### config.mk
export PLATFORM = sky130hd
export DESIGN_NAME = vcp_update
export DESIGN_NICKNAME = d
export VERILOG_FILES = /design/src/hw/rtl/vcp_pkg.sv /design/src/hw/rtl/vcp_update.sv
export SDC_FILE = /design/constraint.sdc
export NUM_CORES = 1
export LEC_CHECK = 0
export ABC_AREA = 0
export BUFFER_PORTS_ARGS = -buffer_cell sky130_fd_sc_hd__buf_2
export CORE_UTILIZATION = 40
export CTS_CLUSTER_DIAMETER = 200
export DETAILED_ROUTE_END_ITERATION = 12
export GPL_TIMING_DRIVEN = 1
export PLACE_DENSITY = 0.68
export SKIP_CTS_REPAIR_TIMING = 1
export SYNTH_ARGS = -nofsm -noshare
export SYNTH_HDL_FRONTEND = slang
export SYNTH_SLANG_ARGS = --single-unit
### constraint.sdc
create_clock -name clk -period 9.2 [get_ports clk]
set_input_delay 0.92 -clock clk [delete_from_list [all_inputs] [get_ports clk]]
set_output_delay 0.92 -clock clk [all_outputs]
set_load 0.02 [all_outputs]
### src/hw/rtl/vcp_pkg.sv
package vcp_pkg;

  // Field widths
  localparam int COORD_W     = 16;
  localparam int VALUE_W     = 8;
  localparam int SEL_W       = 8;
  localparam int COUNT_W     = 16;
  localparam int SUM_W       = 24;
  localparam int PIX_VALUE_W = 8;
  localparam int ALPHA_W     = 7;
  localparam int CFG_INDEX_W = 2;
  localparam int CFG_DATA_W  = 16;

  // Commands
  localparam logic CMD_ACCUMULATE = 1'b0;
  localparam logic CMD_READ       = 1'b1;

  // Register indexes
  localparam logic [CFG_INDEX_W-1:0] REG_MIN_ROW = 2'd0;
  localparam logic [CFG_INDEX_W-1:0] REG_MAX_ROW = 2'd1;
  localparam logic [CFG_INDEX_W-1:0] REG_MIN_COL = 2'd2;
  localparam logic [CFG_INDEX_W-1:0] REG_MAX_COL = 2'd3;

  localparam logic signed [COORD_W-1:0] MIN_INDEX_RESET = 16'sd0;
  localparam logic signed [COORD_W-1:0] MAX_INDEX_RESET = 16'sd255;

  // Classification constants
  localparam logic [SUM_W-1:0]       BRIGHT_MULT  = 24'd116;
  localparam logic [COUNT_W-1:0]     SPARSE_LIMIT = 16'd5;
  localparam logic [PIX_VALUE_W-1:0] PIX_DARK     = 8'd0;
  localparam logic [PIX_VALUE_W-1:0] PIX_SPARSE   = 8'd100;
  localparam logic [PIX_VALUE_W-1:0] PIX_BRIGHT   = 8'd255;
  localparam logic [ALPHA_W-1:0]     ALPHA_NONE   = 7'd0;
  localparam logic [ALPHA_W-1:0]     ALPHA_SET    = 7'd90;

  // Result queue
  localparam int OUT_DEPTH = 4;
  localparam int OUT_PTR_W = $clog2(OUT_DEPTH);
  localparam int OUT_CNT_W = OUT_PTR_W + 1;

  typedef struct packed {
    logic signed [COORD_W-1:0] min_row;
    logic signed [COORD_W-1:0] max_row;
    logic signed [COORD_W-1:0] min_col;
    logic signed [COORD_W-1:0] max_col;
  } box_t;

  typedef struct packed {
    logic [COUNT_W-1:0] count;
    logic [SUM_W-1:0]   sum;
  } pixel_t;

  typedef struct packed {
    logic [PIX_VALUE_W-1:0] value;
    logic [ALPHA_W-1:0]     alpha;
  } result_t;

  // Control of an item between address stage and update stage.
  typedef struct packed {
    logic               valid;
    logic               command;
    logic               hit;
    logic [VALUE_W-1:0] value;
  } stage_item_t;

endpackage

### src/hw/rtl/vcp_update.sv
module vcp_update #(
  parameter int AW = 16,
  parameter int MAX_COUNT = 65535
) (
  input  logic                 clk,
  input  logic                 rst,
  input  vcp_pkg::stage_item_t item,
  input  logic [AW-1:0]        item_addr,
  input  vcp_pkg::pixel_t      ram_q,
  output logic                 wr_en,
  output logic [AW-1:0]        wr_addr,
  output vcp_pkg::pixel_t      wr_data,
  output logic                 push,
  output vcp_pkg::result_t     push_data
);
  import vcp_pkg::*;

  localparam logic [COUNT_W-1:0] COUNT_LIMIT = COUNT_W'(MAX_COUNT);

  logic          fwd_valid;
  logic [AW-1:0] fwd_addr;
  pixel_t        fwd_data;

  pixel_t           cur;
  logic [SUM_W-1:0] bright_floor;

  // The entry written last cycle was read from memory before the write landed.
  always_comb begin
    cur          = (fwd_valid && (fwd_addr == item_addr)) ? fwd_data : ram_q;
    bright_floor = SUM_W'(cur.count) * BRIGHT_MULT;
  end

  always_comb begin
    push_data.value = PIX_DARK;
    push_data.alpha = ALPHA_NONE;
    if (item.hit && (cur.count != '0)) begin
      push_data.alpha = ALPHA_SET;
      priority if (cur.sum >= bright_floor) begin
        push_data.value = PIX_BRIGHT;
      end else if (cur.count > SPARSE_LIMIT) begin
        push_data.value = PIX_DARK;
      end else begin
        push_data.value = PIX_SPARSE;
      end
    end
  end

  always_comb begin
    push    = item.valid && (item.command == CMD_READ);
    wr_addr = item_addr;
    wr_en   = 1'b0;
    wr_data = '0;
    if (item.valid && item.hit) begin
      if (item.command == CMD_READ) begin
        wr_en = 1'b1;
      end else if (cur.count < COUNT_LIMIT) begin
        wr_en         = 1'b1;
        wr_data.count = cur.count + COUNT_W'(1);
        wr_data.sum   = cur.sum + SUM_W'(item.value);
      end
    end
  end

  always_ff @(posedge clk) begin
    if (rst) begin
      fwd_valid <= 1'b0;
    end else begin
      fwd_valid <= wr_en;
    end
    fwd_addr <= wr_addr;
    fwd_data <= wr_data;
  end

endmodule

---- Word-level counts from Yosys, hierarchy flattened ----
Cells that the tools add are included.
Widths: inputs -> output; s select.
word-level totals
  register bits after elaboration ......... 57
  output and inout port bits .............. 73
cells by class
  $lt $le $gt $ge ......................... 3
  reductions and logical operators ........ 5
  add/subtract/negate cells ............... 2
  multiply operators ...................... 1
  muxes and demuxes ....................... 10
  eq/ne operators ......................... 1
operators with widths
  kind                   count
  $mux 40                4
  $add 24x8->24          1
  $ge 24x23->1           1
  $mul 16x5->21 const B  1
  $add 16x1->16 const B  1
  $eq 16x16->1           1
  $gt 16x3->1 const B    1
  $lt 16x16->1 const B   1
  $reduce_bool 16->1     1
  $mux 15                1
  $mux 8                 1
  $mux 7                 1
  $logic_and 1x1->1      4
  $mux 1                 3

---- Depth between registers and ports, before layout ----
  depth after elaboration ................. 7
  depth in mapped cells ................... 33

---- Worst setup path after synthesis ----
OpenSTA, ideal clock, no wires.
  path kind ............................... input to output
  start ................................... input port item_addr[6]
  end ..................................... output port push_data[12] (netlist name)
  arrival ................................. 7.705 ns
  data required time ...................... 8.280 ns
  slack ................................... 0.575 ns
  stages on the path ...................... 30
  cells stage by stage .................... xor2_1 -> or4_1 -> nor3b_2 -> nand2_1 -> clkbuf_1 -> mux2i_1 -> inv_1 -> ha_1 -> or3_1 -> ha_1 -> inv_1 -> fa_1 -> inv_1 -> ha_1 -> a21oi_1 -> nand2_1 -> a211oi_1 -> o31ai_1 -> o41a_1 -> a21o_1 -> a21oi_1 -> xnor2_1 -> ha_1 -> nand4_1 -> nor2_1 -> o21ai_0 -> o21ai_0 -> or4_1 -> o31a_1 -> buf_4
RTL lines
  element          line              RTL
  start, declared  vcp_update.sv:8   input logic [AW-1:0] item_addr,
  end, declared    vcp_update.sv:14  output vcp_pkg::result_t push_data

==> metrics.yaml <==
outcome: "finished, final reports clean"
avgSynthCellArea_sq_um: 8.182
async_flop_share: 0
clockBufferDepth: 2
max_stage_delay_ns: 0.52
antenna_found_initial: 0
worst_pin_slew_ns: 0.7972
tns_ns: 0
use_met2: 0.3318
synthCells: 732
ir_drop_uv: 98.37
yosys_warnings: 0
hold_path.startpoint: "fwd_data[27]"
hold_ws_ns: 0.6595
firstDrtPassIters: 4
diodes: 0
crit_family: "simple AND/OR/NAND/NOR gates"
placed_area_sq_um: 6735
io_pins: 142
tritoncts: "done"
syn_to_final_growth_pct: 19.05
critical_path_class: "in -> out"
max_slew_margin: 0.4667
cp_max_fo: 11
crit_path_frequent_cell: "ha_1"
core_sq_um: 14590
hold_viol: 0
hp-class: "reg -> reg"
required_ns: 8.28
ys_types: 53
final_nets: 1027
synth_edf_count: 0
grt_max_degree: 37
ant_nets: 0
die_h_microns: 124.4
ys_seq_elements: 57
final_area_sq_um: 7131
path_buf_inv: 4
fin_cells: 1044
power_density_nw_per_um2: 178.8
grt_pass1_wl_mm: 24.66
final_layout_size_suffix_gt1_frac: 0.2221
drc_errors: 0
wl_per_cell_microns: 14.05
cp-end-kind: "output port"
clk_pin_slew_ns: 0.05
grt.met1_usage: 0.2419
synth_ff_type: "dfxtp_1"
dp.cells: 1027
numCtsBuffers: 9
finalSetupViolations: 0
clock_latency_ns: 0.34
maxCapViolCount: 0
drt_iter0_drc: 154
h-tree-depth: 3
crit_start: "item_addr[8]"
cp_slowest_cell: "or4_1"
grt_usage: 0.1946
rsz0062_at_grt: "no"
place_hpwl_mm: 11.93
clock_sinks: 57
n_fill_cell: 1425
netlist_area_sq_um: 5989
grt_most_used_layer: "met2"
numPortBuffers: 138
fin_skew_ns: 0.009420
leakagePower_uw: 0.003681
initial_core_util: 0.4105
place_congestion: 0.8590
arrival_ns: 7.78
grt_pass1_vias: 5206
finalCriticalPeriod_ns: 8.700
die-area_sq_um: 15470
r2r_start: "fwd_addr[10]"
use_met3: 0.03823
vias: 5264
drv_slew: 0
max_freq_ghz: 0.1149
fin_crit_sh: 0.9457
clockRootBuffer: "clkbuf_16"
rows: 44
routed_wl_mm: 14.67
grt_overflow_total: 0
die_w_microns: 124.4
via_per_inst: 5.042
yosysSeqAreaShare: 0.1905
start_kind: "input pin"
## state kept, by name, indices dropped and copies added (netlist names)
name	cells
fwd_valid	1
fwd_addr	16
fwd_data	40
## logic make-up (layout without fill, tap and decap cells)
group | count (synthesis) | after routing | synth area share
multiplexers | 30 | 30 | 0.05974
buffers and inverters | 116 | 242 | 0.09359
flip-flops | 57 | 57 | 0.1905
AO/OA/AOI/OAI | 93 | 93 | 0.09756
AND/OR/NAND/NOR | 256 | 256 | 0.2058
adder cells (fa/ha/maj) | 107 | 107 | 0.2457
XOR/XNOR | 72 | 72 | 0.1065
other | 1 | 3 | 0.0006261
## worst min-delay path, delay by kind of cell, from the launching register on
kind	cells	cell delay, ns
flip-flops	1	0.39
AO/OA/AOI/OAI	1	0.11
AND/OR/NAND/NOR	1	0.10
## synth_stat cells, types with 2 or more instances
library cell / number / share of area
nand2_1: 94 / 0.059
ha_1: 84 / 0.18
inv_1: 74 / 0.046
dfxtp_1: 57 / 0.19
nor2_1: 53 / 0.033
xnor2_1: 45 / 0.066
a21oi_1: 29 / 0.024
buf_4: 29 / 0.036
xor2_1: 26 / 0.038
mux2i_1: 22 / 0.037
fa_1: 19 / 0.064
nand3_1: 19 / 0.016
nand4_1: 19 / 0.020
o21ai_0: 18 / 0.015
and3_1: 14 / 0.015
a21o_1: 13 / 0.016
nor3_1: 13 / 0.011
a31oi_1: 9 / 0.0094
nor2b_1: 8 / 0.0084
a211oi_1: 7 / 0.0088
buf_2: 7 / 0.0058
clkbuf_1: 5 / 0.0031
and2_1: 4 / 0.0042
maj3_1: 4 / 0.0067
mux2i_4: 4 / 0.015
nand3b_1: 4 / 0.0050
nor3b_1: 4 / 0.0050
o31ai_1: 4 / 0.0050
or2_2: 4 / 0.0042
mux2_2: 3 / 0.0056
nor4_1: 3 / 0.0031
or3_1: 3 / 0.0031
or4_1: 3 / 0.0038
a211o_1: 2 / 0.0029
a311oi_1: 2 / 0.0029
and4_1: 2 / 0.0029
nand2b_1: 2 / 0.0021
nand4b_1: 2 / 0.0029
o211ai_1: 2 / 0.0025
o21a_1: 2 / 0.0025
o31a_1: 2 / 0.0029
## area by class of cell
class                           count  area [sq um]  area share
Multi-Input combinational cell    561          4335      0.6080
Sequential cell                    57          1141      0.1600
Timing Repair Buffer              152         795.8      0.1116
Inverter                           74         277.8     0.03895
Tap cell                          184         230.2     0.03229
Clock buffer                        9         225.2     0.03158
Clock inverter                      7         125.1     0.01755
## power breakdown
| part | switching (uW) | total [uW] | internal (uW) |
|---|---|---|---|
| clock | 131 | 398 | 267 |
| combinational | 345 | 615 | 270 |
| sequential | 5.50 | 262 | 257 |
| total | 481 | 1280 | 794 |
## final timing paths
| kind | slack [ns] | cells after the start | to |
|---|---|---|---|
| worst max register to register | 4.89 | 11 | fwd_data[31] |
| worst max-delay path | 0.50 | 30 | push_data[9] |
| worst min register to register | 0.66 | 2 | fwd_data[28] |
| worst min-delay path | 0.66 | 2 | fwd_data[28] |
## cell usage in the layout, fill, tap and decap left out, drive strengths merged, types with 7 or more instances in the layout
| cell type | count |
|---|---|
| buf | 152 |
| nand2 | 95 |
| ha | 84 |
| inv | 76 |
| dfxtp | 57 |
| nor2 | 53 |
| xnor2 | 45 |
| a21oi | 29 |
| xor2 | 27 |
| mux2i | 27 |
| nand3 | 19 |
| nand4 | 19 |
| fa | 19 |
| o21ai | 18 |
| and3 | 14 |
| a21o | 13 |
| nor3 | 13 |
| a31oi | 9 |
| clkbuf | 9 |
| nor2b | 8 |
| a211oi | 7 |
## per-layer routing
metal	vias to the layer above	wire length, microns
li1	2696	-
met1	2425	6720
met2	121	7068
met3	22	601
met4	0	283
met5	-	0
## per-stage QoR
step	utilization	total power, uW	worst slack, ns
2_1_floorplan	-	745.5	0.5747
3_3_place_gp	0.4617	870.5	0.3853
3_5_place_dp	0.4617	877.1	0.2557
4_1_cts	0.4857	1284	0.2164
5_1_grt	0.4888	1389	0.09339
6_report	0.4888	1275	0.4998
Power figures use the tool's default switching activity.
