<file path="src/hw/rtl/vcp_pkg.sv">
package vcp_pkg;

  // Field widths
  localparam int COORD_W     = 16;
  localparam int VALUE_W     = 8;
  localparam int SEL_W       = 8;
  localparam int COUNT_W     = 16;
  localparam int SUM_W       = 24;
  localparam int PIX_VALUE_W = 8;
  localparam int ALPHA_W     = 7;
  localparam int CFG_INDEX_W = 2;
  localparam int CFG_DATA_W  = 16;

  // Commands
  localparam logic CMD_ACCUMULATE = 1'b0;
  localparam logic CMD_READ       = 1'b1;

  // Register indexes
  localparam logic [CFG_INDEX_W-1:0] REG_MIN_ROW = 2'd0;
  localparam logic [CFG_INDEX_W-1:0] REG_MAX_ROW = 2'd1;
  localparam logic [CFG_INDEX_W-1:0] REG_MIN_COL = 2'd2;
  localparam logic [CFG_INDEX_W-1:0] REG_MAX_COL = 2'd3;

  localparam logic signed [COORD_W-1:0] MIN_INDEX_RESET = 16'sd0;
  localparam logic signed [COORD_W-1:0] MAX_INDEX_RESET = 16'sd255;

  // Classification constants
  localparam logic [SUM_W-1:0]       BRIGHT_MULT  = 24'd116;
  localparam logic [COUNT_W-1:0]     SPARSE_LIMIT = 16'd5;
  localparam logic [PIX_VALUE_W-1:0] PIX_DARK     = 8'd0;
  localparam logic [PIX_VALUE_W-1:0] PIX_SPARSE   = 8'd100;
  localparam logic [PIX_VALUE_W-1:0] PIX_BRIGHT   = 8'd255;
  localparam logic [ALPHA_W-1:0]     ALPHA_NONE   = 7'd0;
  localparam logic [ALPHA_W-1:0]     ALPHA_SET    = 7'd90;

  // Result queue
  localparam int OUT_DEPTH = 4;
  localparam int OUT_PTR_W = $clog2(OUT_DEPTH);
  localparam int OUT_CNT_W = OUT_PTR_W + 1;

  typedef struct packed {
    logic signed [COORD_W-1:0] min_row;
    logic signed [COORD_W-1:0] max_row;
    logic signed [COORD_W-1:0] min_col;
    logic signed [COORD_W-1:0] max_col;
  } box_t;

  typedef struct packed {
    logic [COUNT_W-1:0] count;
    logic [SUM_W-1:0]   sum;
  } pixel_t;

  typedef struct packed {
    logic [PIX_VALUE_W-1:0] value;
    logic [ALPHA_W-1:0]     alpha;
  } result_t;

  // Control of an item between address stage and update stage.
  typedef struct packed {
    logic               valid;
    logic               command;
    logic               hit;
    logic [VALUE_W-1:0] value;
  } stage_item_t;

endpackage

</file>
<file path="src/hw/rtl/vcp_front.sv">
module vcp_front #(
  parameter int GRID_ROWS = 256,
  parameter int GRID_COLS = 256,
  parameter int AW = 16
) (
  input  logic                               clk,
  input  logic                               rst,
  input  logic                               take,
  input  logic                               command,
  input  logic signed [vcp_pkg::COORD_W-1:0] voxel_x,
  input  logic signed [vcp_pkg::COORD_W-1:0] voxel_y,
  input  logic [vcp_pkg::VALUE_W-1:0]        voxel_value,
  input  logic [vcp_pkg::SEL_W-1:0]          read_row,
  input  logic [vcp_pkg::SEL_W-1:0]          read_col,
  input  vcp_pkg::box_t                      box,
  output logic                               busy,
  output logic [AW-1:0]                      rd_addr,
  output vcp_pkg::stage_item_t               item,
  output logic [AW-1:0]                      item_addr
);
  import vcp_pkg::*;

  localparam int RW = (GRID_ROWS > 1) ? $clog2(GRID_ROWS) : 1;
  localparam int CW = (GRID_COLS > 1) ? $clog2(GRID_COLS) : 1;
  localparam logic [COORD_W-1:0] ROW_LIMIT = COORD_W'(GRID_ROWS);
  localparam logic [COORD_W-1:0] COL_LIMIT = COORD_W'(GRID_COLS);

  // Decode stage registers
  logic               a_valid;
  logic               a_command;
  logic               a_box;
  logic [COORD_W-1:0] a_row;
  logic [COORD_W-1:0] a_col;
  logic [VALUE_W-1:0] a_value;

  logic               in_box;
  logic [COORD_W-1:0] acc_row;
  logic [COORD_W-1:0] acc_col;
  logic               grid_ok;
  logic [RW-1:0]      row_idx;
  logic [CW-1:0]      col_idx;

  always_comb begin
    in_box  = (voxel_x >= box.min_row) && (voxel_x <= box.max_row) &&
              (voxel_y >= box.min_col) && (voxel_y <= box.max_col);
    // Inside the box the difference is never negative.
    acc_row = box.max_row - voxel_x;
    acc_col = box.max_col - voxel_y;
  end

  always_ff @(posedge clk) begin
    if (rst) begin
      a_valid <= 1'b0;
    end else begin
      a_valid <= take;
    end
    if (take) begin
      a_command <= command;
      a_value   <= voxel_value;
      if (command == CMD_READ) begin
        a_row <= COORD_W'(read_row);
        a_col <= COORD_W'(read_col);
        a_box <= 1'b1;
      end else begin
        a_row <= acc_row;
        a_col <= acc_col;
        a_box <= in_box;
      end
    end
  end

  always_comb begin
    grid_ok = (a_row < ROW_LIMIT) && (a_col < COL_LIMIT);
    row_idx = a_row[RW-1:0];
    col_idx = a_col[CW-1:0];
    rd_addr = AW'(row_idx) * AW'(GRID_COLS) + AW'(col_idx);
  end

  always_ff @(posedge clk) begin
    if (rst) begin
      item.valid <= 1'b0;
    end else begin
      item.valid <= a_valid;
    end
    item.command <= a_command;
    item.hit     <= a_box && grid_ok;
    item.value   <= a_value;
    item_addr    <= rd_addr;
  end

  assign busy = a_valid;

endmodule

</file>
<file path="config.mk">
export PLATFORM = sky130hd
export DESIGN_NAME = vcp_front
export DESIGN_NICKNAME = d
export VERILOG_FILES = /design/src/hw/rtl/vcp_pkg.sv /design/src/hw/rtl/vcp_front.sv
export SDC_FILE = /design/constraint.sdc
export NUM_CORES = 1
export LEC_CHECK = 0
export BUFFER_PORTS_ARGS = -buffer_cell sky130_fd_sc_hd__buf_2
export CORE_MARGIN = 10
export CORE_UTILIZATION = 50
export CTS_CLUSTER_SIZE = 40
export DETAILED_ROUTE_END_ITERATION = 12
export GPL_ROUTABILITY_DRIVEN = 0
export PLACE_DENSITY = 0.89
export SYNTH_ARGS = -nofsm -noshare
export SYNTH_HDL_FRONTEND = slang
export SYNTH_SLANG_ARGS = --single-unit
</file>
<file path="constraint.sdc">
create_clock -name clk -period 2.95 [get_ports clk]
set_clock_uncertainty 0.2 [all_clocks]
set_input_delay 0.1475 -clock clk [delete_from_list [all_inputs] [get_ports clk]]
set_output_delay 0.1475 -clock clk [all_outputs]
set_load 0.1 [all_outputs]
</file>
Word level (Yosys, flattened, before mapping)
Index checks and enable logic that the tools add are counted.
{"block": "totals", "output_inout_bits": 44, "ff_bits": 70}
{"block": "op_classes", "add_sub_neg": 3, "muxes": 2, "reduce_logical": 5, "n_lt_le_gt_ge": 6}
{"operator": "$ge A16 B16 Y1", "n": 2}
{"operator": "$le A16 B16 Y1", "n": 2}
{"operator": "$lt A16 B9 Y1 const B", "n": 2}
{"operator": "$sub A16 B16 Y16", "n": 2}
{"operator": "$add A16 B8 Y16", "n": 1}
{"operator": "$mux W8", "n": 2}
{"operator": "$logic_and A1 B1 Y1", "n": 5}

Longest topological paths before layout
Gate-level depths: netlist of run 1.
{"block": "depth", "ltp_word": 4, "depth_mapped": 9}

Worst setup path before layout of run 1
Ideal clock, no wire load.
{"block": "synth_path", "kind": "input port to flip-flop", "startpoint": "input box[0] in the netlist's numbering", "endpoint": "register a_col[14] (data pin)", "t_arrival_ns": 1.786, "slack_ns": 0.702, "stages": 9, "path_buffers": 0, "setup_time_ns": 0.262, "path_cell_list": "inv_1 > ha_1 > fa_1 > nor2b_4 > o311ai_4 > a21boi_2 > o31ai_2 > a31oi_1 > mux2_1"}
{"block": "synth_between", "elab_chain_cells": 1}
{"item": "start: declaration", "line_no": "vcp_front.sv:15", "text": "input vcp_pkg::box_t box,"}
{"item": "$sub A16 B16 Y16", "line_no": "vcp_front.sv:48", "text": "acc_col = box.max_col - voxel_y;"}
{"item": "end signal: assignment", "line_no": "vcp_front.sv:62", "text": "a_col <= COORD_W'(read_col);"}
{"item": "end signal: assignment", "line_no": "vcp_front.sv:66", "text": "a_col <= acc_col;"}
{"item": "end: declaration", "line_no": "vcp_front.sv:33", "text": "logic [COORD_W-1:0] a_col;"}
Every way passes these cells.
A chain may end at the register's enable or synchronous reset.

Worst setup path in the final report of run 1
{"block": "layout_path", "startpoint": "input voxel_x[0] in the netlist's numbering", "endpoint": "register a_row[14] (data pin)"}
{"block": "layout_between", "elab_chain_cells": 1}
{"item": "start: declaration", "line_no": "vcp_front.sv:10", "text": "input logic signed [vcp_pkg::COORD_W-1:0] voxel_x,"}
{"item": "$sub A16 B16 Y16", "line_no": "vcp_front.sv:47", "text": "acc_row = box.max_row - voxel_x;"}
{"item": "end signal: assignment", "line_no": "vcp_front.sv:61", "text": "a_row <= COORD_W'(read_row);"}
{"item": "end signal: assignment", "line_no": "vcp_front.sv:65", "text": "a_row <= acc_row;"}
{"item": "end: declaration", "line_no": "vcp_front.sv:32", "text": "logic [COORD_W-1:0] a_row;"}
Every way passes these cells.

==> results of run 1 <==
## flip-flops by register name, indices dropped and copies added, names as in the netlist
register	cells
a_col	16
a_row	16
item_addr	16
item	11
a_value	8
a_box	1
a_command	1
busy	1
## cell families (layout without fill, tap and decap cells)
kind of cell	count (synthesis)	count (layout)	share of synthesized area
buf+inv	97	282	0.08927
simple gates	125	125	0.1316
other cells	0	1	0
fa+ha+maj	66	66	0.1754
flops	70	70	0.3801
compound gates	126	126	0.1817
xor+xnor	14	14	0.02558
mux	7	7	0.01644
## Yosys cell counts, types with 3 or more instances
cell       n
a211oi_1   4
a21o_1    12
a21oi_1   29
a31oi_1    5
a41oi_1    3
buf_4     17
clkbuf_1   6
dfxtp_1   28
edfxtp_1  42
ha_1      64
inv_1     74
mux2_1     5
nand2_1   36
nand2b_1   6
nand3_1    3
nand4_1   11
nor2_1    29
nor2b_1   12
nor3_1     8
nor3b_1    4
nor4_1     4
o211ai_1   3
o21a_1    10
o21ai_0   28
o21ai_1    8
o31ai_1    3
xnor2_1    6
xor2_1     8
## area by class of cell
cell class,instances,area (sq um)
clock buffer,9,123.9
tap,129,161.4
sequential,70,1822
timing repair buffer,192,1086
clock inverter,7,73.82
multi-input combinational,338,2544
fill,726,3193
inverter,74,277.8
antenna,1,2.502
## power by group
group	total [mW]	switching, mW	internal [mW]
logic	1.19	0.849	0.345
registers	1.19	0.0366	1.15
clock network	0.739	0.404	0.335
total	3.12	1.29	1.83
## what timing repair did
action	4_1_cts	5_1_grt
setup endpoints to repair	0	0
hold endpoints to repair	26	0
hold buffers	25	0
## layer usage
metal	vias to the layer above	global-route usage	wire, um
met4	0	0.07264	342
met5	-	0	0
li1	2147	-	-
met1	2000	0.2087	5374
met3	35	0.04844	905
met2	191	0.3465	7019
## worst paths after layout
| path | depth (start not counted) | end | start |
|---|---|---|---|
| hold reg to reg | 0 | item[9] | a_command |
| hold / removal | 3 | a_row[0] | voxel_x[0] |
| setup / recovery | 9 | a_row[14] | voxel_x[0] |
| setup reg to reg | 3 | item[8] | a_col[15] |
## layout by cell type (no fill, tap or decap), types with 5 or more instances in the layout
cell	synthesis	routed
a21o_1	12	12
a21oi_1	29	29
a31oi_1	5	5
buf_2	0	167
clkbuf_8	0	9
dfxtp_1	28	28
dlygate4sd3_1	0	25
edfxtp_1	42	42
ha_1	64	64
inv_1	74	74
mux2_1	5	5
nand2_1	36	36
nand2b_1	6	6
nand4_1	11	11
nor2_1	29	29
nor2b_1	12	12
nor3_1	8	8
o21a_1	10	10
o21ai_0	28	28
o21ai_1	8	8
xnor2_1	6	6
xor2_1	8	8
## worst max-delay path, delay by kind of cell
family                   cells  cell delay (ns)
AO/OA/AOI/OAI                4             0.85
adder cells (fa/ha/maj)      2             0.63
buffers and inverters        1             0.11
AND/OR/NAND/NOR              2             0.30
## per-stage QoR
step	cells	setup WS (ns)	instance area, sq um	utilization
2_1_floorplan	505	0.7022	4793	-
3_3_place_gp	778	0.5268	5640	0.6075
3_5_place_dp	778	0.4433	5640	0.6075
4_1_cts	819	0.8186	6088	0.6558
5_1_grt	820	0.6351	6091	0.6561
6_report	820	0.7602	6091	0.6561
==> run_results.csv, run 1 <==
group,metric,value,unit
final_layout,fin_nets,875,
timing,fin_crit_sh,0.7423,
drt,wire_per_inst,16.64,um
timing,tns,0,ns
setup_path,critical_path_arrival,2.04,ns
yosys,syn-cell-area,4793,sq um
die,die_h,117.9,um
yosys,yosys_warnings,0,
drt,drc,0,
yosys,ys.flop_type,"edfxtp_1",
timing,setup_viol_count_final,0,
cts,post_cts_buffers,0,
drt,wl,13.64,mm
yosys,ys_ff_latch,70,
worst_hold_path,hp-class,"primary input to flop",
final_layout,syn2layout_area_growth,27.07,%
setup_path,crit_chain,"buf_2, ha_1, fa_1, nand2b_1, a211oi_1, o21ai_1, a31oi_1, or3_1, a21oi_1",
grt,grt_max_degree,55,
status,status,"complete, no violations",
drt,detailroute.via_count,4373,
grt,antenna_found_initial,1,
yosys,syn-num-nets,695,
cts,cts_inserted_buffers,9,
timing,finalHoldViolations,0,
yosys,synthesis.instances,505,
timing,max_freq,456.7,MHz
cts,clockBufferDepth,2,
yosys,ys_seq_area_frac,0.3801,
setup_path,max_stage_delay,0.41,ns
drt,first_pass_iters,6,
power_and_ir_drop,power.leakage,3.010,nW
cts,worstSkewPairLatency,0.34,ns
setup_path,reg2reg_slack,1.64,ns
power_and_ir_drop,peakVddDrop,0.3159,mV
timing,slew_violations,0,
cts,cts-htree-levels,3,
placement,portBuffers,167,
cts,root_buffer,"clkbuf_8",
die,die_x,117.9,um
timing,slew_headroom,0.3810,
power_and_ir_drop,p_per_area,513.0,nW/um^2
cts,cts_tree,"done",
yosys,synth_largest_area_cell,"edfxtp_1",
drt,viasPerCell,5.333,
cts,ctsResizeCount,0,
yosys,netlist_top_cells_area,"edfxtp_1 26%, ha_1 17%, dfxtp_1 12%",
die,floorplan.initialDensity,0.5163,
drt,drt.antenna.violating_nets,0,
power_and_ir_drop,finalPower,3.124,mW
timing,fin_hold_ws,0.1258,ns
yosys,synth_top_area_share,0.2631,
yosys,synth_area_per_cell,9.492,sq um
yosys,async_flop_share,0,
setup_path,required,2.80,ns
grt,grtUsageTotal,0.1914,
timing,timing.final.crit_period,2.190,ns
grt,grt_pass1_wl,22.22,mm
yosys,ys_types,61,
timing,rsz0062_at_grt,"false",
setup_path,critical_path_class,"primary input to flop",
grt,grt_pass1_vias,4561,
yosys,synth-edff-count,42,
setup_path,crit_fanout,2,
die,core_area,9284,sq um
setup_path,endpoint_kind,"flop",
cts,cts.sinks,70,
setup_path,start_kind,"primary input",
placement,dpl.hpwl,10.57,mm
setup_path,slowest_stage,"fa_1",
die,dieArea,13900,sq um
job,maxCapViolCount,0,
grt,overflow,0,
final_layout,final_layout_size_suffix_gt1_frac,0.2841,
timing,worstMarginPinSlew,0.9285,ns
cts,clkTransAtPathRegs,0.09,ns
die,io_pins,168,
drt,drt-initial-drc-count,312,
die,rows,35,
(Power assumes the default switching activity.)
==> inputs of run 2 (changes only) <==
- clock period: 2.95 -> 2.15 ns (I/O delays scaled with it)
==> run_results.csv, run 2 (synthesized netlist as in run 1, its figures left out) <==
group,metric,value,unit
die,floorplan.initialDensity,0.5163,
final_layout,layout_common_cells,"167 x buf_2, 74 x inv_1, 64 x ha_1, 50 x buf_4, 42 x edfxtp_1",
drt,wire_per_inst,16.37,um
placement,dpl.hpwl,11.31,mm
cts,cts_inserted_buffers,9,
setup_path,required,2.14,ns
power_and_ir_drop,peakVddDrop,0.5345,mV
setup_path,critical_path_class,"primary input to flop",
drt,detailroute.via_count,4575,
timing,rsz0062_at_grt,"false",
die,dieArea,13900,sq um
die,die_x,117.9,um
status,status,"complete, no violations",
worst_hold_path,hp-class,"primary input to flop",
final_layout,final_util,0.7038,
drt,drt.antenna.violating_nets,0,
final_layout,antenna_cells,0,
timing,worstMarginPinSlew,0.7024,ns
die,io_pins,168,
drt,wl,14.23,mm
timing,tns,0,ns
drt,drt-initial-drc-count,325,
drt,first_pass_iters,5,
final_layout,final_common_cell,"buf_2",
grt,overflow,0,
cts,cts-htree-levels,3,
final_layout,post-route-cell-area,6534,sq um
drt,drc,0,
setup_path,crit_fanout,2,
cts,cts_tree,"done",
cts,cts.sinks,70,
die,core_area,9284,sq um
drt,viasPerCell,5.265,
cts,clkTransAtPathRegs,0.09,ns
final_layout,largestRegisters,"a_col: 16 flops, a_row: 16 flops, item_addr: 16 flops",
cts,root_buffer,"clkbuf_8",
setup_path,start_kind,"primary input",
timing,timing.final.crit_period,2.100,ns
timing,fin_crit_sh,0.9767,
cts,post_cts_buffers,0,
final_layout,fin_nets,925,
final_layout,final_layout_size_suffix_gt1_frac,0.3392,
grt,grt_pass1_wl,23.05,mm
setup_path,endpoint_kind,"flop",
setup_path,critical_path_arrival,2.09,ns
grt,grt_pass1_vias,4858,
job,maxCapViolCount,0,
placement,placed_area,6022,sq um
power_and_ir_drop,power.leakage,3.277,nW
die,rows,35,
timing,max_freq,476.2,MHz
timing,setup_viol_count_final,0,
cts,worstSkewPairLatency,0.33,ns
timing,finalHoldViolations,0,
grt,grtUsageTotal,0.1972,
grt,grt_max_degree,44,
cts,clockBufferDepth,2,
placement,portBuffers,167,
grt,antenna_found_initial,0,
die,die_h,117.9,um
final_layout,syn2layout_area_growth,36.31,%
timing,slew_headroom,0.5317,
timing,slew_violations,0,
power_and_ir_drop,p_per_area,715.6,nW/um^2
## run 2: cell types whose count changed in the layout (fill, tap and decap cells not counted), moves of 2 or more
| cell | change |
|---|---|
| buf_4 | +50 |
| bufinv_16 | +2 |
| fa_1 | -2 |
| fa_2 | +2 |
## run 2: through the flow
stage / hold slack, ns / setup WS, ns / cells / power, mW
floorplan: -0.02089 / 0.005635 / 505 / 2.912
global placement: 0.08097 / -0.1992 / 828 / 3.297
detailed placement: 0.08489 / -0.2654 / 828 / 3.361
CTS: 0.07904 / 0.07017 / 869 / 4.656
global route: 0.09438 / 0.01182 / 869 / 4.897
finish: 0.08180 / 0.05012 / 869 / 4.676
## run 2: layout make-up
| type | instances | area [sq um] |
|---|---|---|
| multi-input combinational | 338 | 2565 |
| inverter | 74 | 277.8 |
| timing repair buffer | 242 | 1461 |
| clock buffer | 10 | 148.9 |
| sequential | 70 | 1822 |
| tap | 129 | 161.4 |
| fill | 671 | 2750 |
| clock inverter | 6 | 97.59 |
## run 2: where the power goes
group	total (mW)	internal (mW)	switching, mW
clock network	1.28	0.745	0.535
registers	1.63	1.58	0.0481
logic	1.77	0.566	1.20
## run 2: path summary, 6_finish.rpt
| path | startpoint | slack [ns] | cells after the start | to |
|---|---|---|---|---|
| max | voxel_x[0] | 0.05 | 9 | a_box |
| min | voxel_y[0] | 0.08 | 3 | a_col[0] |
| min reg2reg | a_value[3] | 0.14 | 0 | item[3] |
| max reg2reg | a_row[15] | 0.84 | 3 | item[8] |
## run 2: layer usage
| layer | part of all wire | vias up | GRT usage | routed length, um |
|---|---|---|---|---|
| met1 | 0.39 | 2105 | 0.2097 | 5536 |
| li1 | - | 2244 | - | - |
| met3 | 0.060 | 36 | 0.04748 | 854 |
| met2 | 0.52 | 190 | 0.3622 | 7357 |
| met5 | 0 | - | 0 | 0 |
| met4 | 0.034 | 0 | 0.08114 | 479 |
## run 2: repair_timing
item,CTS,global route
setup endpoints to repair,0,3
hold buffers,25,0
resized for setup,0,3
hold endpoints to repair,26,0
## run 2: worst max-delay path, cell delays in order
cell and delay, ns:
buf_2 0.12, ha_1 0.23, fa_2 0.35, nand2b_4 0.16, a21oi_2 0.14, a41oi_1 0.09
o311a_1 0.43, a2111oi_4 0.24, a41o_1 0.22
