===== src/hw/rtl/vcp_pkg.sv =====
package vcp_pkg;

  // Field widths
  localparam int COORD_W     = 16;
  localparam int VALUE_W     = 8;
  localparam int SEL_W       = 8;
  localparam int COUNT_W     = 16;
  localparam int SUM_W       = 24;
  localparam int PIX_VALUE_W = 8;
  localparam int ALPHA_W     = 7;
  localparam int CFG_INDEX_W = 2;
  localparam int CFG_DATA_W  = 16;

  // Commands
  localparam logic CMD_ACCUMULATE = 1'b0;
  localparam logic CMD_READ       = 1'b1;

  // Register indexes
  localparam logic [CFG_INDEX_W-1:0] REG_MIN_ROW = 2'd0;
  localparam logic [CFG_INDEX_W-1:0] REG_MAX_ROW = 2'd1;
  localparam logic [CFG_INDEX_W-1:0] REG_MIN_COL = 2'd2;
  localparam logic [CFG_INDEX_W-1:0] REG_MAX_COL = 2'd3;

  localparam logic signed [COORD_W-1:0] MIN_INDEX_RESET = 16'sd0;
  localparam logic signed [COORD_W-1:0] MAX_INDEX_RESET = 16'sd255;

  // Classification constants
  localparam logic [SUM_W-1:0]       BRIGHT_MULT  = 24'd116;
  localparam logic [COUNT_W-1:0]     SPARSE_LIMIT = 16'd5;
  localparam logic [PIX_VALUE_W-1:0] PIX_DARK     = 8'd0;
  localparam logic [PIX_VALUE_W-1:0] PIX_SPARSE   = 8'd100;
  localparam logic [PIX_VALUE_W-1:0] PIX_BRIGHT   = 8'd255;
  localparam logic [ALPHA_W-1:0]     ALPHA_NONE   = 7'd0;
  localparam logic [ALPHA_W-1:0]     ALPHA_SET    = 7'd90;

  // Result queue
  localparam int OUT_DEPTH = 4;
  localparam int OUT_PTR_W = $clog2(OUT_DEPTH);
  localparam int OUT_CNT_W = OUT_PTR_W + 1;

  typedef struct packed {
    logic signed [COORD_W-1:0] min_row;
    logic signed [COORD_W-1:0] max_row;
    logic signed [COORD_W-1:0] min_col;
    logic signed [COORD_W-1:0] max_col;
  } box_t;

  typedef struct packed {
    logic [COUNT_W-1:0] count;
    logic [SUM_W-1:0]   sum;
  } pixel_t;

  typedef struct packed {
    logic [PIX_VALUE_W-1:0] value;
    logic [ALPHA_W-1:0]     alpha;
  } result_t;

  // Control of an item between address stage and update stage.
  typedef struct packed {
    logic               valid;
    logic               command;
    logic               hit;
    logic [VALUE_W-1:0] value;
  } stage_item_t;

endpackage


===== src/hw/rtl/vcp_out_fifo.sv =====
module vcp_out_fifo (
  input  logic                             clk,
  input  logic                             rst,
  input  logic                             push,
  input  vcp_pkg::result_t                 push_data,
  input  logic                             pop,
  output logic                             valid,
  output vcp_pkg::result_t                 head,
  output logic [vcp_pkg::OUT_CNT_W-1:0]    count
);
  import vcp_pkg::*;

  result_t              mem [OUT_DEPTH];
  logic [OUT_PTR_W-1:0] wr_ptr;
  logic [OUT_PTR_W-1:0] rd_ptr;

  always_ff @(posedge clk) begin
    if (rst) begin
      wr_ptr <= '0;
      rd_ptr <= '0;
      count  <= '0;
    end else begin
      if (push) begin
        wr_ptr <= wr_ptr + OUT_PTR_W'(1);
      end
      if (pop) begin
        rd_ptr <= rd_ptr + OUT_PTR_W'(1);
      end
      count <= count + OUT_CNT_W'(push) - OUT_CNT_W'(pop);
    end
    if (push) begin
      mem[wr_ptr] <= push_data;
    end
  end

  assign valid = (count != '0);
  assign head  = mem[rd_ptr];

endmodule


===== config.mk =====
export PLATFORM = sky130hd
export DESIGN_NAME = vcp_out_fifo
export DESIGN_NICKNAME = d
export VERILOG_FILES = /design/src/hw/rtl/vcp_pkg.sv /design/src/hw/rtl/vcp_out_fifo.sv
export SDC_FILE = /design/constraint.sdc
export NUM_CORES = 1
export LEC_CHECK = 0
export BUFFER_PORTS_ARGS = -buffer_cell sky130_fd_sc_hd__buf_2
export CORE_AREA = 3 3 56 109
export DETAILED_ROUTE_END_ITERATION = 6
export DIE_AREA = 0 0 59 112
export PLACE_DENSITY = 0.71
export SLEW_MARGIN = 5
export SYNTH_ARGS = -nofsm -noshare
export SYNTH_HDL_FRONTEND = slang
export SYNTH_SLANG_ARGS = --single-unit

===== constraint.sdc =====
create_clock -name clk -period 1.9 [get_ports clk]
set_clock_uncertainty 0.1 [all_clocks]
set_input_delay 0.19 -clock clk [delete_from_list [all_inputs] [get_ports clk]]
set_output_delay 0.19 -clock clk [all_outputs]
set_load 0.01 [all_outputs]

* Yosys cells after proc, flatten, opt, wreduce, memory -nomap -nowiden
Memory sizes are Yosys's and may differ from the RTL's. A register that Yosys moved wholly into a read port is not among the register bits.
Cells that the tools add are included.
** Operators by class
- Add/subtract/negate cells :: 4
- Mux-type cells :: 4
- Reductions and logical operators :: 1
** Operator list (number)
- $add 2x1->2 const B :: 2
- $mux 2 :: 2
- $add 3x1->3 :: 1
- $reduce_bool 3->1 :: 1
- $sub 3x1->3 :: 1
- $mux 1 :: 2
** Storage, ports and cells
- Register bits :: 7
- RAM bits :: 60
- Output and inout bits :: 19
- Logic and storage cells :: 13
- Memories kept :: 1
** Memories
- mem :: depth 4, bits a word 15, read ports 1, clocked after Yosys merged registers in 1, write ports 1, RTL line vcp_out_fifo.sv:13 : result_t mem [OUT_DEPTH];

* Longest topological paths before layout
Gate-level depths: netlist of the first run.
- Word-level depth :: 3
- Gate-level depth with buffers :: 7
- Mapped depth without buffers :: 7

* Least setup slack after synthesis of the first run
Ideal clock, no wire load.
- Kind :: flip-flop to flip-flop
- Start point :: register count[0] (netlist name)
- End point :: register count[2] (netlist name)
- Setup time :: 0.064 ns
- Arrival :: 1.674 ns
- Path slack :: 0.062 ns
- Cell stages (with the launch flop) :: 8
- Buffers on the path :: 0
- Period minus slack after synthesis :: 1.838 ns
- Path through :: dfxtp_1 -> inv_1 -> ha_1 -> inv_1 -> ha_1 -> fa_1 -> xor3_1 -> nor2_1
** Between the ends
- Word-level cells in the longest chain between the ends :: 2
** RTL lines
- start: declaration :: RTL line vcp_out_fifo.sv:9 : output logic [vcp_pkg::OUT_CNT_W-1:0] count
- start signal: assignment :: RTL line vcp_out_fifo.sv:29 : count <= count + OUT_CNT_W'(push) - OUT_CNT_W'(pop);
- $add 3x1->3 :: RTL line vcp_out_fifo.sv:29
- $sub 3x1->3 :: RTL line vcp_out_fifo.sv:29
No other way between the ends.
A chain may end at the register's enable or synchronous reset.

==> Flow_metrics.wiki, run 1 <==
{| class="wikitable"
! Metric !! Value
|-
| Dpl ws || 0.0229 ns
|-
| Final max-slew violation count || 0
|-
| Clock tree sinks || ~70
|-
| 1st-pass router iterations || 4
|-
| Number of antenna-violating nets in the routed design || 0
|-
| Startpoint of the lowest-slack register-to-register path || count[0]
|-
| Count of H-tree levels built during CTS || 3
|-
| Number of DRC markers in iteration 0 || 45
|-
| Detailed placer's ending HPWL || 2760 um
|-
| Clock tree root driver cell || sky130_fd_sc_hd__clkbuf_8
|-
| Cell with the most instances after synthesis || sky130_fd_sc_hd__edfxtp_1
|-
| Compound-cell area share of the yosys netlist || 0.571%
|-
| Hold Path Origin || rst
|-
| Share of synthesized area occupied by flip-flops and latches || between 70% and 80%
|-
| Final setup TNS || 0 ns
|-
| Synthesized cell area || 0.00263 sq mm
|-
| Effective utilization at floorplan || between 40% and 50%
|-
| Antenna fix cells || 0
|-
| Total leakage power || about 1.2 nW
|-
| Result of the run || completed
|-
| Worst vdd rail ir drop || roughly 0.00067 V
|-
| Flip-flop and latch count after synthesis || between 60 and 70
|-
| Initial antenna violation count || 0
|-
| Class of the tightest hold or removal check || in2reg
|-
| Layout cells sized above 1 || 36.2%
|-
| Final Cycle Share || 95.8%
|-
| Power Density || 995 mW/mm^2
|-
| Total number of vias || 1279
|-
| Endpoint of the worst-slack reg-to-reg timing path || count[2]
|-
| Async set-reset flop share out of synthesis || 0%
|-
| DRC viols || 0
|-
| Synthesized-area fraction occupied by adder cells || ~3.6%
|-
| Register-to-Register Path Depth || 7
|-
| Area contributors post-synth || sky130_fd_sc_hd__edfxtp_1 69%, sky130_fd_sc_hd__mux4_2 8.6%, sky130_fd_sc_hd__dfxtp_1 6.9%
|-
| Largest family of logic cells by synthesized area || multiplexers
|-
| Setup slack of the worst register-to-register path || 0.18 ns
|-
| Total number of yosys warnings || 0
|-
| Final-layout fill cell count || between 400 and 500
|-
| Global Route met3 Usage || 4.87%
|-
| Weighted congestion reported at the end of routability-driven placement || 0.688
|-
| Fmax achieved || between 500 and 600 MHz
|-
| Kind of launch point of the worst setup path || register
|-
| Num CTS Buffers || 9
|-
| Final core utilization || 59.3%
|-
| Max-cap violations || 0
|-
| Clk slew on worst S/H paths || 0.06 ns
|-
| Distinct cells, synth || 20
|-
| Count of boundary I/O pins || 38
|-
| Global-route wire length before repair || 6610 um
|-
| Synth Area in XOR/XNOR || 1.57%
|-
| Drt total wl || 4080 um
|-
| Tmin final || 1.82 ns
|-
| Simple-gate portion of the synthesized area || 2.67%
|-
| Global-route met1 utilization || 15.2%
|-
| Non-Filler Instances || around 250
|-
| Met2 usage || 23.3%
|-
| Core region area || 0.00542 sq mm
|-
| Transition time of the tightest slew-check pin || between 0.7 and 0.8 ns
|-
| Maximum fanout count along the critical path || 8
|-
| Average cell area after synthesis || 22.1 sq um
|-
| Overall track demand over capacity in global routing || 14.1%
|-
| Maximum number of pins on one net before global-route repair || 16
|-
| Overall die width || 59 um
|-
| Net count of the finished layout || 209
|-
| Final hold viol count || 0
|-
| Vias in the first global route || 1361
|-
| DR vias/cell || 5.16
|-
| Crit path capture type || output port
|-
| Number of enable-type register cells in the synthesized netlist || 60
|-
| DIE AREA || 0.00661 sq mm
|-
| Proportion of netlist area held by the largest area contributor || 68.5%
|-
| Synthesized instance count || approximately 120
|-
| Overall overflow remaining after global route || 0
|-
| Clock insertion delay at the later pin of the skew report || between 0.3 and 0.4 ns
|-
| Endpoint required time on the critical path || between 1.5 and 2 ns
|-
| Kind of critical path || reg2out
|-
| List of most frequent post-synthesis cells || 60 x sky130_fd_sc_hd__edfxtp_1, 10 x sky130_fd_sc_hd__mux4_2, 9 x sky130_fd_sc_hd__dfxtp_1
|-
| Biggest area consumer among synthesized cells || sky130_fd_sc_hd__edfxtp_1
|-
| # setup viols final || 0
|-
| Most used DFF post-synth || sky130_fd_sc_hd__edfxtp_1
|-
| CTS tree || done
|-
| Mux share of post-synthesis cell area || approximately 14%
|-
| WL per Instance || 16.4 um
|-
| Layer with the highest usage || met2
|-
| Port Buf Inserts || 37
|-
| Die Y-Extent || between 100 and 150 um
|-
| Hold path cells || 2
|-
| Number of rows created at floorplan || 38
|-
| Post-synthesis net count || 145
|-
| Worst Setup Slack, final || 0.0791 ns
|-
| Data arrival time of the critical path || 1.53 ns
|-
| Worst slew margin || 48.0%
|-
| Growth of design area from synthesis to finish || 22.3%
|-
| Maximum root-to-sink buffer count || 2
|-
| RSZ-0062 raised after global routing || false
|-
| Number of placed instances, taps included || 216
|}
-- worst max-delay path, cell delays in order (launching register included) --
cell and delay, ns:
sky130_fd_sc_hd__dfxtp_4 0.38, sky130_fd_sc_hd__buf_12 0.14, sky130_fd_sc_hd__mux4_1 0.53, sky130_fd_sc_hd__buf_2 0.15
-- registers in the layout (all words and copies together) (netlist names), named ones only --
signal,cells
mem,60
count,3
wr_ptr,2
rd_ptr,2
-- timing repair --
| item | CTS | global route |
|---|---|---|
| pin swaps | 0 | 2 |
| cloned | 0 | 1 |
| endpoints found under the setup margin | 3 | 8 |
| hold endpoints to repair | 60 | 0 |
| gates resized for setup | 3 | 3 |
| buffers inserted | 0 | 0 |
| hold buffers | 15 | 0 |
-- how the worst max path moves through the flow --
stage	startpoint	end	slack [ns]
final	register	head[2]	0.08
after global routing	register	head[2]	0.007
after CTS	register	head[1]	-0.003
after detailed placement	count[0]	count[2]	0.02
after global placement	count[0]	count[2]	0.11
after floorplan	count[0]	count[2]	0.06
-- metrics by stage --
stage	cell area (sq um)	total power, mW	hold slack (ns)
global placement	2890	2.20	0.302
detailed placement	2890	2.23	0.308
CTS	3190	3.24	0.0126
finish	3220	3.20	0.0212
floorplan	2630	2.07	0.162
global route	3220	3.35	0.0345
-- routing by layer --
layer | up-vias | share of wire, %
li1 | 598 | -
met1 | 641 | 35
met2 | 34 | 58
met3 | 6 | 4.8
met4 | 0 | 1.6
met5 | - | 0
-- power by group --
group | internal, mW | switching, mW | total [mW]
clock network | 0.512 | 0.462 | 0.975
registers | 1.74 | 0.0387 | 1.78
logic | 0.242 | 0.202 | 0.444
-- area by class of cell --
type	count	area (sq um)	share of cell area (%)
multi-input combinational	41	573	17.8
clock inverter	1	7.51	0.233
clock buffer	15	156	4.86
tap	60	75.1	2.33
inverter	6	22.5	0.700
sequential	69	1990	61.8
timing repair buffer	56	395	12.3
-- kinds of logic (layout without fill, tap and decap cells) --
kind of cell,count (synthesis),in the layout
buf+inv,9,78
mux,16,16
flops,69,69
fa+ha+maj,7,7
xor+xnor,3,3
compound gates,2,2
simple gates,13,13
-- layout by cell type (no fill, tap or decap) --
cell type,count
sky130_fd_sc_hd__a21bo_2,1
sky130_fd_sc_hd__a21oi_1,1
sky130_fd_sc_hd__and2_1,4
sky130_fd_sc_hd__buf_12,1
sky130_fd_sc_hd__buf_2,37
sky130_fd_sc_hd__buf_4,2
sky130_fd_sc_hd__clkbuf_1,5
sky130_fd_sc_hd__clkbuf_16,1
sky130_fd_sc_hd__clkbuf_8,10
sky130_fd_sc_hd__clkinvlp_4,1
sky130_fd_sc_hd__dfxtp_1,8
sky130_fd_sc_hd__dfxtp_4,1
sky130_fd_sc_hd__dlygate4sd3_1,15
sky130_fd_sc_hd__edfxtp_1,60
sky130_fd_sc_hd__fa_1,1
sky130_fd_sc_hd__ha_1,6
sky130_fd_sc_hd__inv_1,6
sky130_fd_sc_hd__mux2i_1,1
sky130_fd_sc_hd__mux4_1,1
sky130_fd_sc_hd__mux4_2,14
sky130_fd_sc_hd__nand3b_1,1
sky130_fd_sc_hd__nor2_1,5
sky130_fd_sc_hd__nor2b_1,2
sky130_fd_sc_hd__or3_1,1
sky130_fd_sc_hd__xnor2_1,2
sky130_fd_sc_hd__xor3_1,1
(Power assumes the default switching activity.)
==> run 2: changes to the inputs <==
Settings changed: GPL_ROUTABILITY_DRIVEN set to 1, PLACE_DENSITY 0.71 to 0.74.
Clock period 1.9 ns to 1.45 ns, I/O delays scaled along.
==> Flow_metrics.wiki, run 2 (synthesized netlist as in run 1, its figures left out) <==
{| class="wikitable"
! Metric !! Value
|-
| Effective utilization at floorplan || 48.5%
|-
| Drt total wl || ~4600 um
|-
| Fmax achieved || 557 MHz
|-
| Number of placed instances, taps included || 221
|-
| Detailed placer's ending HPWL || 3070 um
|-
| Overall die width || between 50 and 60 um
|-
| Total number of vias || 1321
|-
| Worst vdd rail ir drop || roughly 0.0010 V
|-
| Hold path cells || 3
|-
| Tmin final || 1.79 ns
|-
| Hold Path Origin || push
|-
| Endpoint required time on the critical path || 1.21 ns
|-
| Global Route met3 Usage || 3.13%
|-
| Max-cap violations || 0
|-
| Max reg flops || 60
|-
| Initial antenna violation count || 0
|-
| RSZ-0062 raised after global routing || true
|-
| Worst slew margin || between 80% and 90%
|-
| Layer with the highest usage || met2
|-
| Startpoint of the lowest-slack register-to-register path || count[0]
|-
| Maximum fanout count along the critical path || 6
|-
| DIE AREA || 0.00661 sq mm
|-
| Global-route wire length before repair || 7380 um
|-
| DRC viols || 0
|-
| Crit path capture type || output port
|-
| # setup viols final || 18
|-
| Setup slack of the worst register-to-register path || -0.15 ns
|-
| Clock tree root driver cell || sky130_fd_sc_hd__clkbuf_8
|-
| Growth of design area from synthesis to finish || 32.2%
|-
| Violations in the final reports || setup timing
|-
| Met2 usage || about 29%
|-
| Total leakage power || roughly 1.3 nW
|-
| Non-Filler Instances || 255
|-
| 1st-pass router iterations || 4
|-
| Kind of launch point of the worst setup path || register
|-
| Most common cell after layout, fill and taps aside || sky130_fd_sc_hd__edfxtp_1
|-
| Transition time of the tightest slew-check pin || 0.187 ns
|-
| Kind of critical path || reg2out
|-
| Final max-slew violation count || 0
|-
| Antenna fix cells || 0
|-
| CTS tree || done
|-
| Maximum root-to-sink buffer count || 2
|-
| Final Cycle Share || 124%
|-
| Global-route met1 utilization || 15.8%
|-
| Worst min-delay path endpoint || wr_ptr[0]
|-
| Clock tree sinks || 69
|-
| Count of H-tree levels built during CTS || 3
|-
| Leading cell types in the layout, fill and taps excluded || 60 x sky130_fd_sc_hd__edfxtp_1, 24 x sky130_fd_sc_hd__buf_2, 16 x sky130_fd_sc_hd__dlygate4sd3_1
|-
| Num CTS Buffers || 9
|-
| Endpoint of the worst-slack reg-to-reg timing path || count[1]
|-
| Final core utilization || 64.1%
|-
| Core region area || around 0.0054 sq mm
|-
| Net count of the finished layout || around 220
|-
| WL per Instance || 17.9 um
|-
| Number of rows created at floorplan || 38
|-
| Port Buf Inserts || 37
|-
| Number of antenna-violating nets in the routed design || 0
|-
| Vias in the first global route || 1501
|-
| Most flop-heavy register || mem
|-
| Layout cells sized above 1 || 43.1%
|-
| Overall overflow remaining after global route || 0
|-
| Regs by FF count || mem: 60 flops, count: 3 flops
|-
| Register-to-Register Path Depth || 6
|-
| Power Density || approximately 1300 mW/mm^2
|-
| Weighted congestion reported at the end of routability-driven placement || 0.658
|-
| Number of DRC markers in iteration 0 || 55
|-
| Class of the tightest hold or removal check || in2reg
|-
| Final hold viol count || 0
|-
| DR vias/cell || about 5.2
|-
| Data arrival time of the critical path || 1.55 ns
|-
| Worst Setup Slack, final || -0.344 ns
|-
| Overall track demand over capacity in global routing || 15.8%
|-
| Dpl ws || -0.198 ns
|-
| Die Y-Extent || 112 um
|-
| Clk slew on worst S/H paths || 0.06 ns
|-
| Result of the run || complete, but fails checks
|-
| Maximum number of pins on one net before global-route repair || 16
|-
| Count of boundary I/O pins || 38
|-
| Clock insertion delay at the later pin of the skew report || 0.33 ns
|}
-- run 2: changes by cell type in the layout (fill, tap and decap cells not counted), sizes merged --
cell | before | now
dlygate4sd3 | 15 | 16
buf | 40 | 47
clkinv | 0 | 1
clkinvlp | 1 | 0
clkbuf | 16 | 15
-- run 2: metal layers --
layer / up-vias / part of all wire, %
li1: 615 / -
met1: 665 / 35
met2: 33 / 60
met3: 8 / 3.1
met4: 0 / 2.0
met5: - / 0
-- run 2: critical path, cell delays in order (launching register included) --
cell                      delay [ns]
sky130_fd_sc_hd__dfxtp_4        0.41
sky130_fd_sc_hd__buf_8          0.15
sky130_fd_sc_hd__mux4_2         0.52
sky130_fd_sc_hd__buf_6          0.14
-- run 2: worst max path at each step --
stage | startpoint | endpoint | slack [ns] | cells after the start
after detailed placement | count[0] | count[1] | -0.20 | 6
after global placement | count[0] | count[1] | -0.13 | 6
after CTS | register | head[3] | -0.36 | 3
after global routing | register | head[7] | -0.40 | 3
final | register | head[7] | -0.34 | 3
after floorplan | count[0] | count[1] | -0.16 | 6
-- run 2: where the power goes --
part | leakage [nW] | internal [mW] | total (mW) | switching (mW)
registers | 0.626 | 2.28 | 2.34 | 0.0591
logic | 0.537 | 0.445 | 0.742 | 0.297
clock network | 0.0937 | 0.761 | 1.38 | 0.617
total | 1.26 | 3.49 | 4.46 | 0.973
-- run 2: area by class of cell --
cell class / count / area (sq um)
Timing Repair Buffer: 63 / 604
Tap cell: 60 / 75.1
Inverter: 6 / 22.5
Clock inverter: 1 / 5.00
Multi-Input combinational cell: 41 / 604
Clock buffer: 15 / 176
Sequential cell: 69 / 1990
Fill cell: 376 / 1950
-- run 2: per-stage QoR --
step	total power, mW	setup TNS, ns	area [sq um]	hold WS [ns]
after floorplan	2.72	-0.308	2640	0.109
after global placement	2.92	-0.428	2990	0.256
after detailed placement	2.97	-0.848	2990	0.267
after CTS	4.45	-5.25	3430	0.109
after global routing	4.64	-5.94	3470	0.130
final	4.46	-5.16	3470	0.108
-- run 2: repair_timing --
action,CTS,global route
setup endpoints to repair,17,18
hold endpoints to repair,67,0
pin swaps,2,0
hold buffers,16,0
resized for setup,21,7
cloned,1,0
setup buffers,1,0
